`src/hw/rtl/plle_pkg.sv`:
```
// plle_pkg: shared constants for the pooled linked list engine
// no dependencies; used by plle_in_if and the top module
`default_nettype none

package plle_pkg;

  // default pool depth and value width
  localparam int unsigned POOL_SIZE_DEF   = 64;
  localparam int unsigned VALUE_WIDTH_DEF = 16;

  // command codes
  localparam logic CMD_INSERT = 1'b0;
  localparam logic CMD_REMOVE = 1'b1;

endpackage

`default_nettype wire

```
`src/hw/rtl/plle_in_if.sv`:
```
// plle_in_if: command channel (valid/ready, command and value)
// depends on plle_pkg for the default value width
`default_nettype none

interface plle_in_if #(
  parameter int unsigned VALUE_WIDTH = plle_pkg::VALUE_WIDTH_DEF
) ();
  logic                   valid;
  logic                   ready;
  logic                   command;
  logic [VALUE_WIDTH-1:0] value;

  modport source (output valid, command, value, input ready);
  modport sink   (input valid, command, value, output ready);
endinterface

`default_nettype wire

```
`src/hw/rtl/plle_out_if.sv`:
```
// plle_out_if: result channel (valid/ready, ok flag)
// no dependencies
`default_nettype none

interface plle_out_if ();
  logic valid;
  logic ready;
  logic ok;

  modport source (output valid, ok, input ready);
  modport sink   (input valid, ok, output ready);
endinterface

`default_nettype wire

```
`src/hw/rtl/plle_ram.sv`:
```
// plle_ram: generic simple dual-port ram, one write and one registered read port
// no dependencies
`default_nettype none

module plle_ram #(
  parameter int unsigned WIDTH = 8,
  parameter int unsigned DEPTH = 64
) (
  input  wire logic                     clk_i,
  input  wire logic                     we_i,
  input  wire logic [$clog2(DEPTH)-1:0] waddr_i,
  input  wire logic [WIDTH-1:0]         wdata_i,
  input  wire logic [$clog2(DEPTH)-1:0] raddr_i,
  output      logic [WIDTH-1:0]         rdata_o
);

  logic [WIDTH-1:0] mem [DEPTH];

  always_ff @(posedge clk_i) begin
    if (we_i) begin
      mem[waddr_i] <= wdata_i;
    end
    rdata_o <= mem[raddr_i];
  end

endmodule

`default_nettype wire

```
`src/hw/rtl/pooled_linked_list_engine_top.sv`:
```
// Pooled linked list engine: a singly linked list of values kept in a fixed pool of
// POOL_SIZE nodes. Node values and links sit in two synchronous rams; freed nodes go
// on a free stack in a third ram, and never-used nodes are handed out by a fill
// counter, so no clearing pass follows reset. An insert answers ok=0 when the pool is
// full; in unsorted mode it links at the tail, in sorted mode after the last node
// whose value is strictly smaller. A remove unlinks the first node equal to the value.
// One transaction is processed at a time. The list walk visits one node per cycle,
// the link read from the ram feeding straight into the next read address, and visits
// at most POOL_SIZE nodes. A remove passes through walk (if the list is not empty) to
// done; an insert passes through start, walk (sorted mode on a non-empty list only),
// link and fix (skipped when it lands at the head) to done; an insert into a full pool
// goes straight to done. The next transaction is taken while a result still waits on
// the output register. Depends on plle_pkg, plle_in_if, plle_out_if and plle_ram.
`default_nettype none

module pooled_linked_list_engine_top #(
  parameter int unsigned POOL_SIZE   = plle_pkg::POOL_SIZE_DEF,
  parameter int unsigned VALUE_WIDTH = plle_pkg::VALUE_WIDTH_DEF
) (
  input  wire logic  clk_i,
  input  wire logic  rst_ni,
  input  wire logic  sorted_mode_we_i,
  input  wire logic  sorted_mode_wdata_i,
  plle_in_if.sink    in_i,
  plle_out_if.source out_o
);

  localparam int unsigned IdxW = $clog2(POOL_SIZE);
  localparam int unsigned PtrW = $clog2(POOL_SIZE + 1);
  localparam logic [PtrW-1:0] NullPtr = PtrW'(POOL_SIZE);

  typedef enum logic [5:0] {
    ST_IDLE  = 6'b000001,
    ST_START = 6'b000010,
    ST_WALK  = 6'b000100,
    ST_LINK  = 6'b001000,
    ST_FIX   = 6'b010000,
    ST_DONE  = 6'b100000
  } state_e;

  state_e                 state_q, state_d;
  logic                   sorted_q;
  logic                   cmd_q, cmd_d;
  logic [VALUE_WIDTH-1:0] val_q, val_d;
  logic [PtrW-1:0]        head_q, head_d;
  logic [PtrW-1:0]        tail_q, tail_d;
  logic [PtrW-1:0]        prev_q, prev_d;
  logic [PtrW-1:0]        cur_q, cur_d;
  logic [IdxW-1:0]        slot_q, slot_d;
  logic [PtrW-1:0]        fresh_q, fresh_d;
  logic [PtrW-1:0]        sp_q, sp_d;
  logic                   ok_pend_q, ok_pend_d;
  logic                   out_valid_q, out_valid_d;
  logic                   ok_q, ok_d;

  // node rams
  logic [IdxW-1:0]        node_raddr;
  logic [VALUE_WIDTH-1:0] rd_val;
  logic [PtrW-1:0]        rd_link;
  logic                   val_we;
  logic [IdxW-1:0]        val_waddr;
  logic                   link_we;
  logic [IdxW-1:0]        link_waddr;
  logic [PtrW-1:0]        link_wdata;

  // free stack ram
  logic                   fs_we;
  logic [IdxW-1:0]        fs_waddr;
  logic [IdxW-1:0]        fs_wdata;
  logic [IdxW-1:0]        fs_raddr;
  logic [IdxW-1:0]        fs_rdata;

  logic                   in_fire;
  logic                   pool_full;
  logic                   walk_more;
  logic [PtrW-1:0]        sp_dec;

  assign in_i.ready  = (state_q == ST_IDLE);
  assign in_fire     = in_i.valid && in_i.ready;
  assign out_o.valid = out_valid_q;
  assign out_o.ok    = ok_q;

  assign pool_full = (sp_q == '0) && (fresh_q == NullPtr);
  assign sp_dec    = sp_q - PtrW'(1);
  assign fs_raddr  = sp_dec[IdxW-1:0];

  // insert walks past smaller values, remove walks past unequal ones
  assign walk_more = (cmd_q == plle_pkg::CMD_INSERT) ? (rd_val < val_q) : (rd_val != val_q);

  always_comb begin
    state_d     = state_q;
    cmd_d       = cmd_q;
    val_d       = val_q;
    head_d      = head_q;
    tail_d      = tail_q;
    prev_d      = prev_q;
    cur_d       = cur_q;
    slot_d      = slot_q;
    fresh_d     = fresh_q;
    sp_d        = sp_q;
    ok_pend_d   = ok_pend_q;
    out_valid_d = out_valid_q;
    ok_d        = ok_q;

    node_raddr  = cur_q[IdxW-1:0];
    val_we      = 1'b0;
    val_waddr   = slot_q;
    link_we     = 1'b0;
    link_waddr  = slot_q;
    link_wdata  = cur_q;
    fs_we       = 1'b0;
    fs_waddr    = sp_q[IdxW-1:0];
    fs_wdata    = cur_q[IdxW-1:0];

    if (out_valid_q && out_o.ready) begin
      out_valid_d = 1'b0;
    end

    unique case (state_q)
      ST_IDLE: begin
        node_raddr = head_q[IdxW-1:0];
        if (in_fire) begin
          cmd_d = in_i.command;
          val_d = in_i.value;
          if (in_i.command == plle_pkg::CMD_INSERT) begin
            if (pool_full) begin
              ok_pend_d = 1'b0;
              state_d   = ST_DONE;
            end else begin
              state_d = ST_START;
            end
          end else if (head_q == NullPtr) begin
            ok_pend_d = 1'b0;
            state_d   = ST_DONE;
          end else begin
            cur_d   = head_q;
            prev_d  = NullPtr;
            state_d = ST_WALK;
          end
        end
      end

      ST_START: begin
        // take a recycled node first, else the next never-used one
        if (sp_q != '0) begin
          slot_d = fs_rdata;
          sp_d   = sp_dec;
        end else begin
          slot_d  = fresh_q[IdxW-1:0];
          fresh_d = fresh_q + PtrW'(1);
        end
        node_raddr = head_q[IdxW-1:0];
        if (sorted_q && (head_q != NullPtr)) begin
          cur_d   = head_q;
          prev_d  = NullPtr;
          state_d = ST_WALK;
        end else begin
          cur_d   = NullPtr;
          prev_d  = sorted_q ? NullPtr : tail_q;
          state_d = ST_LINK;
        end
      end

      ST_WALK: begin
        if (walk_more) begin
          node_raddr = rd_link[IdxW-1:0];
          prev_d     = cur_q;
          cur_d      = rd_link;
          if (rd_link == NullPtr) begin
            if (cmd_q == plle_pkg::CMD_INSERT) begin
              state_d = ST_LINK;
            end else begin
              ok_pend_d = 1'b0;
              state_d   = ST_DONE;
            end
          end
        end else if (cmd_q == plle_pkg::CMD_INSERT) begin
          state_d = ST_LINK;
        end else begin
          // unlink cur and push it on the free stack
          if (prev_q == NullPtr) begin
            head_d = rd_link;
          end else begin
            link_we    = 1'b1;
            link_waddr = prev_q[IdxW-1:0];
            link_wdata = rd_link;
          end
          if (cur_q == tail_q) begin
            tail_d = prev_q;
          end
          fs_we     = 1'b1;
          sp_d      = sp_q + PtrW'(1);
          ok_pend_d = 1'b1;
          state_d   = ST_DONE;
        end
      end

      ST_LINK: begin
        val_we     = 1'b1;
        link_we    = 1'b1;
        link_waddr = slot_q;
        link_wdata = cur_q;
        if (prev_q == NullPtr) begin
          head_d = PtrW'(slot_q);
        end
        // also covers the empty list, where prev and tail are both null
        if (prev_q == tail_q) begin
          tail_d = PtrW'(slot_q);
        end
        ok_pend_d = 1'b1;
        state_d   = (prev_q == NullPtr) ? ST_DONE : ST_FIX;
      end

      ST_FIX: begin
        link_we    = 1'b1;
        link_waddr = prev_q[IdxW-1:0];
        link_wdata = PtrW'(slot_q);
        state_d    = ST_DONE;
      end

      ST_DONE: begin
        if (!out_valid_q || out_o.ready) begin
          out_valid_d = 1'b1;
          ok_d        = ok_pend_q;
          state_d     = ST_IDLE;
        end
      end

      default: begin
        state_d = ST_IDLE;
      end
    endcase
  end

  always_ff @(posedge clk_i or negedge rst_ni) begin
    if (!rst_ni) begin
      state_q     <= ST_IDLE;
      sorted_q    <= 1'b0;
      head_q      <= NullPtr;
      tail_q      <= NullPtr;
      fresh_q     <= '0;
      sp_q        <= '0;
      out_valid_q <= 1'b0;
    end else begin
      state_q     <= state_d;
      head_q      <= head_d;
      tail_q      <= tail_d;
      fresh_q     <= fresh_d;
      sp_q        <= sp_d;
      out_valid_q <= out_valid_d;
      if (sorted_mode_we_i) begin
        sorted_q <= sorted_mode_wdata_i;
      end
    end
  end

  always_ff @(posedge clk_i) begin
    cmd_q     <= cmd_d;
    val_q     <= val_d;
    prev_q    <= prev_d;
    cur_q     <= cur_d;
    slot_q    <= slot_d;
    ok_pend_q <= ok_pend_d;
    ok_q      <= ok_d;
  end

  plle_ram #(
    .WIDTH (VALUE_WIDTH),
    .DEPTH (POOL_SIZE)
  ) u_value_ram (
    .clk_i   (clk_i),
    .we_i    (val_we),
    .waddr_i (val_waddr),
    .wdata_i (val_q),
    .raddr_i (node_raddr),
    .rdata_o (rd_val)
  );

  plle_ram #(
    .WIDTH (PtrW),
    .DEPTH (POOL_SIZE)
  ) u_link_ram (
    .clk_i   (clk_i),
    .we_i    (link_we),
    .waddr_i (link_waddr),
    .wdata_i (link_wdata),
    .raddr_i (node_raddr),
    .rdata_o (rd_link)
  );

  plle_ram #(
    .WIDTH (IdxW),
    .DEPTH (POOL_SIZE)
  ) u_free_ram (
    .clk_i   (clk_i),
    .we_i    (fs_we),
    .waddr_i (fs_waddr),
    .wdata_i (fs_wdata),
    .raddr_i (fs_raddr),
    .rdata_o (fs_rdata)
  );

endmodule

`default_nettype wire
```
`src/flat_wrapper.sv`:
```
// flat-port wrapper written by rule: the top's interface ports become plain ports
module pooled_linked_list_engine_top_flat 
#(
  parameter int unsigned POOL_SIZE   = plle_pkg::POOL_SIZE_DEF,
  parameter int unsigned VALUE_WIDTH = plle_pkg::VALUE_WIDTH_DEF
)
  (clk_i, rst_ni, sorted_mode_we_i, sorted_mode_wdata_i, in_i_valid, in_i_command, in_i_value, in_i_ready, out_o_valid, out_o_ok, out_o_ready);
  plle_in_if #(.VALUE_WIDTH(VALUE_WIDTH)) in_i_i ();
  plle_out_if out_o_i ();
  input  wire logic clk_i;
  input  wire logic rst_ni;
  input  wire logic sorted_mode_we_i;
  input  wire logic sorted_mode_wdata_i;
  input wire logic [$bits(in_i_i.valid)-1:0] in_i_valid;
  input wire logic [$bits(in_i_i.command)-1:0] in_i_command;
  input wire logic [$bits(in_i_i.value)-1:0] in_i_value;
  output wire logic [$bits(in_i_i.ready)-1:0] in_i_ready;
  output wire logic [$bits(out_o_i.valid)-1:0] out_o_valid;
  output wire logic [$bits(out_o_i.ok)-1:0] out_o_ok;
  input wire logic [$bits(out_o_i.ready)-1:0] out_o_ready;
  assign in_i_i.valid = in_i_valid;
  assign in_i_i.command = in_i_command;
  assign in_i_i.value = in_i_value;
  assign in_i_ready = in_i_i.ready;
  assign out_o_valid = out_o_i.valid;
  assign out_o_ok = out_o_i.ok;
  assign out_o_i.ready = out_o_ready;
  pooled_linked_list_engine_top #(.POOL_SIZE(POOL_SIZE), .VALUE_WIDTH(VALUE_WIDTH)) u_core (.clk_i(clk_i), .rst_ni(rst_ni), .sorted_mode_we_i(sorted_mode_we_i), .sorted_mode_wdata_i(sorted_mode_wdata_i), .in_i(in_i_i), .out_o(out_o_i));
endmodule
```
`config.mk`:
```
export PLATFORM = sky130hd
export DESIGN_NAME = pooled_linked_list_engine_top_flat
export DESIGN_NICKNAME = d
export VERILOG_FILES = /design/src/hw/rtl/plle_pkg.sv /design/src/hw/rtl/plle_in_if.sv /design/src/hw/rtl/plle_out_if.sv /design/src/hw/rtl/plle_ram.sv /design/src/hw/rtl/pooled_linked_list_engine_top.sv /design/src/flat_wrapper.sv
export SDC_FILE = /design/constraint.sdc
export NUM_CORES = 2
export LEC_CHECK = 0
export BUFFER_PORTS_ARGS = -buffer_cell sky130_fd_sc_hd__buf_4
export CAP_MARGIN = 20
export CORE_MARGIN = 8
export CORE_UTILIZATION = 55
export CTS_BUF_LIST = sky130_fd_sc_hd__clkbuf_4
export CTS_CLUSTER_DIAMETER = 150
export CTS_CLUSTER_SIZE = 24
export DETAILED_ROUTE_END_ITERATION = 7
export PLACE_DENSITY = 0.71
export SYNTH_ARGS = -nofsm -noshare
export SYNTH_HDL_FRONTEND = slang
export SYNTH_SLANG_ARGS = --single-unit
```
`constraint.sdc`:
```
create_clock -name clk_i -period 12 [get_ports clk_i]
set_input_delay 0 -clock clk_i [delete_from_list [all_inputs] [get_ports clk_i]]
set_output_delay 0 -clock clk_i [all_outputs]
set_load 0.005 [all_outputs]
```
==> results by stage <==
Run status:
- The flow ran to the end, and the final reports show no timing, DRC or antenna violations.

GRT:
- The number of global-route vias before repair is approximately 44000.
- The global route total overflow is 0.
- In the global route stage, overall resource usage came out at 0.2604.
- The initial antenna violation count was 8.
- The wire length of the first global-routing pass is between 200000 and 300000 um.
- The maximum number of pins on one net before global-route repair is ~140.

Worst setup path:
- The arrival time at the worst endpoint is between 7 and 8 ns.
- The worst setup path is launched from a flop.
- In this run the worst path has a maximum fanout of 65.
- The sort of element at the end of the critical path is a flop.
- The worst flop-to-flop path startpoint is u_core.val_q[8]$_DFFE_PP_.
- The endpoint identified for the worst register-to-register timing path is u_core.u_value_ram.rdata_o[1]$_DFF_P_.
- The cell count of the worst reg-to-reg path is 15.
- For flop-to-flop paths, the worst setup slack is around 5 ns.
- The setup path with the least slack is of type flop to flop.
- The required time of the worst setup path is 13.02 ns.

Timing:
- Static timing analysis puts the maximum clock frequency at approximately 140 MHz.
- Hold is met by ~0.13 ns.
- The relative max-transition margin is 0.1538.
- Setup repair after global routing left no endpoint under its margin.
- Setup violations remaining at the end of the flow were counted as 0.
- Summed over all failing endpoints, the final setup total negative slack is 0 ns.
- In the finished design, the share of the clock period the worst path needs comes to 0.5761.
- The pin slew with the least headroom to its limit is around 1.3 ns.
- The final count of pins violating max slew came to 0.
- The clock arrives with about 0.086 ns of skew.
- The count of final hold-check violations is 0.
- The time the final worst path needs with I/O delays and setup is 6.913 ns.

Final layout:
- Of the cells placed in the final design, the portion with a size suffix greater than 1 is 0.1045.
- Compared with the post-synthesis result, the final layout area differs by 5.860%.
- The final standard cell area without fillers is approximately 80000 sq um.
- The number of nets in the layout is about 5200.
- After the flow finishes, the layout carries non-filler instances totaling about 7100.

Clock network:
- The total CTS buffers is 91.
- In this run the number of H-tree levels came out at 3.
- Clock-pin slew was measured on the worst setup and hold paths at between 0.2 and 0.25 ns.
- The TritonCTS clock tree is yes.
- CTS saw 1960 sinks.
- The number of buffers on the longest clock path is 3.
- The clock latency on the worst-skew pair is roughly 1.2 ns.
- The cell chosen for the clock root is clkbuf_4.

Synth:
- The most used flip-flop cell after synthesis is edfxtp_1.
- The number of flops mapped to enable cells by yosys is ~1900.
- When the netlist entered floorplanning its net count stood at a little over 5000.
- The netlist uses 81 different library cells.
- The number of synthesis warnings is 0.
- For this run, the register share of the synthesized area comes to 0.7507.
- The cell area that synthesis handed to floorplanning was between 70000 and 80000 sq um.
- For this run, asynchronously set or reset flops after synthesis account for 0.01837.
- Averaged over all synthesized cells, the footprint is between 15 and 20 sq um.
- Synthesis inferred 1960 register bits.
- The count of mapped cells out of synthesis is just over 5000.

Power:
- VDD sags by at most 0.3132 mV.
- For this design the static power due to leakage is around 27 nW.
- The post-layout total power is 20.13 mW.
- Power spread over the standard cell area amounts to 244.4 nW/um^2.

Drt:
- The overall via count from detail_route is 46220.
- The remaining design rule violation count is 0.
- Before antenna repair, the detailed router went through 7 iterations.
- The wire length reported by the detailed router is roughly 200000 um.
- After detailed routing, the average wire length per cell comes to between 20 and 30 um.
- The average via count per standard cell is 6.493.
- Once detail routing completed, the nets flagged for antenna violations numbered 0.
- The detailed router finished its first iteration with roughly 7800 violations.

Floorplan:
- The floorplan step set the die width to roughly 400 um.
- In this run the core area contains approximately 140 standard-cell rows.
- In this run the standard cell core region covers ~140000 sq um.
- The top-level port count is 26.
- The effective utilization at floorplan is 0.5520.
- The die area is between 150000 and 200000 sq um.
- The overall die height is about 390 um.

Worst hold path:
- The launch instance of the worst min-delay path is in_i_value[14].
- The worst hold path passes through 3 cells.
- The hold path endpoint is u_core.val_q[14]$_DFFE_PP_.
- The path category of the worst min-delay check is input port to flop.

Place:
- The congestion estimate from routability-driven global placement came to roughly 0.9.
- The port buffer count is 25.
- The HPWL after detailed placement is ~120000 um.
- The number of placed instances with taps included is around 6900.
- The placed instance area is 80580 sq um.

Job:
- Max-cap violations in this run came to 0.
final cells by class:
cell class,count,area (sq um)
inverters,25,93.84
repair buffers,256,2091
well taps,1890,2365
clock buffers,146,1096
diodes,4,10.01
multi-input cells,2831,18230
flip-flops and latches,1960,58390
clock inverters,7,57.56
fillers,10730,58560
worst max-delay path: stages (launching register included):
cell	delay, ns
edfxtp_1	0.38
buf_4	0.65
inv_1	0.12
ha_1	0.31
nand4_1	0.19
nor4_2	0.42
nor2b_1	0.17
a31oi_4	0.33
o211a_4	0.79
buf_4	0.69
buf_4	0.69
mux2i_1	0.27
a32oi_1	0.15
a41o_1	0.41
a31oi_1	0.82
o32ai_1	0.20
cells in the final DEF (no fill, tap or decap), types with 77 or more instances in the layout:
| cell type | count |
|---|---|
| nand2_1 | 1000 |
| edfxtp_1 | 1895 |
| mux2i_1 | 169 |
| and3_1 | 144 |
| buf_4 | 193 |
| a211oi_1 | 118 |
| nand3_1 | 257 |
| nor2_1 | 222 |
| a21oi_1 | 152 |
| mux4_2 | 126 |
| o21ai_0 | 77 |
| clkbuf_4 | 148 |
synth_stat cells (all sizes together) (33+ instances only):
cell     instances  area, sq um
clkbuf         200        750.7
a32oi           72        656.9
nand3          257         1286
a211oi         119        905.9
buf            120        586.8
edfxtp        1895        56900
and3           144        900.9
mux2i          169         1692
a21oi          158        820.8
a31oi           76        490.5
nand2         1008         3786
a2111oi         46        402.9
dfrtp           33        825.8
mux4           126         2838
nor2           227        852.1
o21ai           97        493.0
repair_timing:
item,in CTS,in global routing
buffers inserted,0,0
resized for setup,0,0
hold buffers,53,0
endpoints found under the hold margin,93,0
metal layers:
| metal | GRT usage | vias up | routed length, um |
|---|---|---|---|
| met5 | 0 | - | 18 |
| met1 | 0.3714 | 23200 | 79000 |
| met3 | 0.05455 | 402 | 23700 |
| met2 | 0.4042 | 2868 | 94300 |
| met4 | 0.08770 | 4 | 7358 |
| li1 | - | 19750 | - |
power by group:
group	internal [mW]	switching (mW)	leakage [nW]
clock	0.567	1.88	0.712
sequential	8.34	0.188	17.8
combinational	2.75	6.40	8.24
worst max path at each step:
stage	start	to	slack [ns]	cells past startpoint
final	u_core.val_q[8]$_DFFE_PP_	u_core.u_value_ram.rdata_o[1]$_DFF_P_	5.09	15
after global routing	u_core.val_q[14]$_DFFE_PP_	u_core.u_value_ram.rdata_o[3]$_DFF_P_	4.83	16
after CTS	u_core.val_q[8]$_DFFE_PP_	u_core.u_value_ram.rdata_o[1]$_DFF_P_	5.21	15
after floorplan	u_core.val_q[13]$_DFFE_PP_	u_core.u_link_ram.mem[0][6]$_DFFE_PP_	6.12	9
after global placement	u_core.val_q[6]$_DFFE_PP_	u_core.u_value_ram.rdata_o[8]$_DFF_P_	5.06	13
after detailed placement	u_core.val_q[8]$_DFFE_PP_	u_core.u_value_ram.rdata_o[1]$_DFF_P_	5.24	15
cells by family after synthesis:
family | after synthesis | share of synthesized area
flip-flops | 1960 | 0.7507
multiplexers | 300 | 0.05896
adder cells (fa/ha/maj) | 21 | 0.003378
buffers and inverters | 345 | 0.01840
AND/OR/NAND/NOR | 1745 | 0.09671
XOR/XNOR | 30 | 0.003378
AO/OA/AOI/OAI | 735 | 0.06845
state kept, by name (all words and copies together), names as in the netlist:
signal,flops
u_core.cur_q,7
u_core.state_q,6
u_core.u_free_ram.rdata_o,6
u_core.ok_pend_q,1
u_core.u_value_ram.rdata_o,16
u_core.cmd_q,1
u_core.slot_q,6
u_core.out_o.valid,1
u_core.val_q,16
u_core.u_link_ram.rdata_o,7
u_core.head_q,7
u_core.sp_q,7
u_core.out_o.ok,1
u_core.tail_q,7
u_core.prev_q,7
u_core.u_link_ram.mem,448
u_core.sorted_q,1
u_core.u_free_ram.mem,384
u_core.u_value_ram.mem,1024
u_core.fresh_q,7
per-stage QoR:
| step | util | setup slack, ns |
|---|---|---|
| floorplan | - | 6.117 |
| global placement | 0.5713 | 5.059 |
| detailed placement | 0.5719 | 5.242 |
| CTS | 0.5840 | 5.205 |
| global route | 0.5843 | 4.834 |
| finish | 0.5844 | 5.087 |
Note: power is estimated with default switching activity, not from simulation.
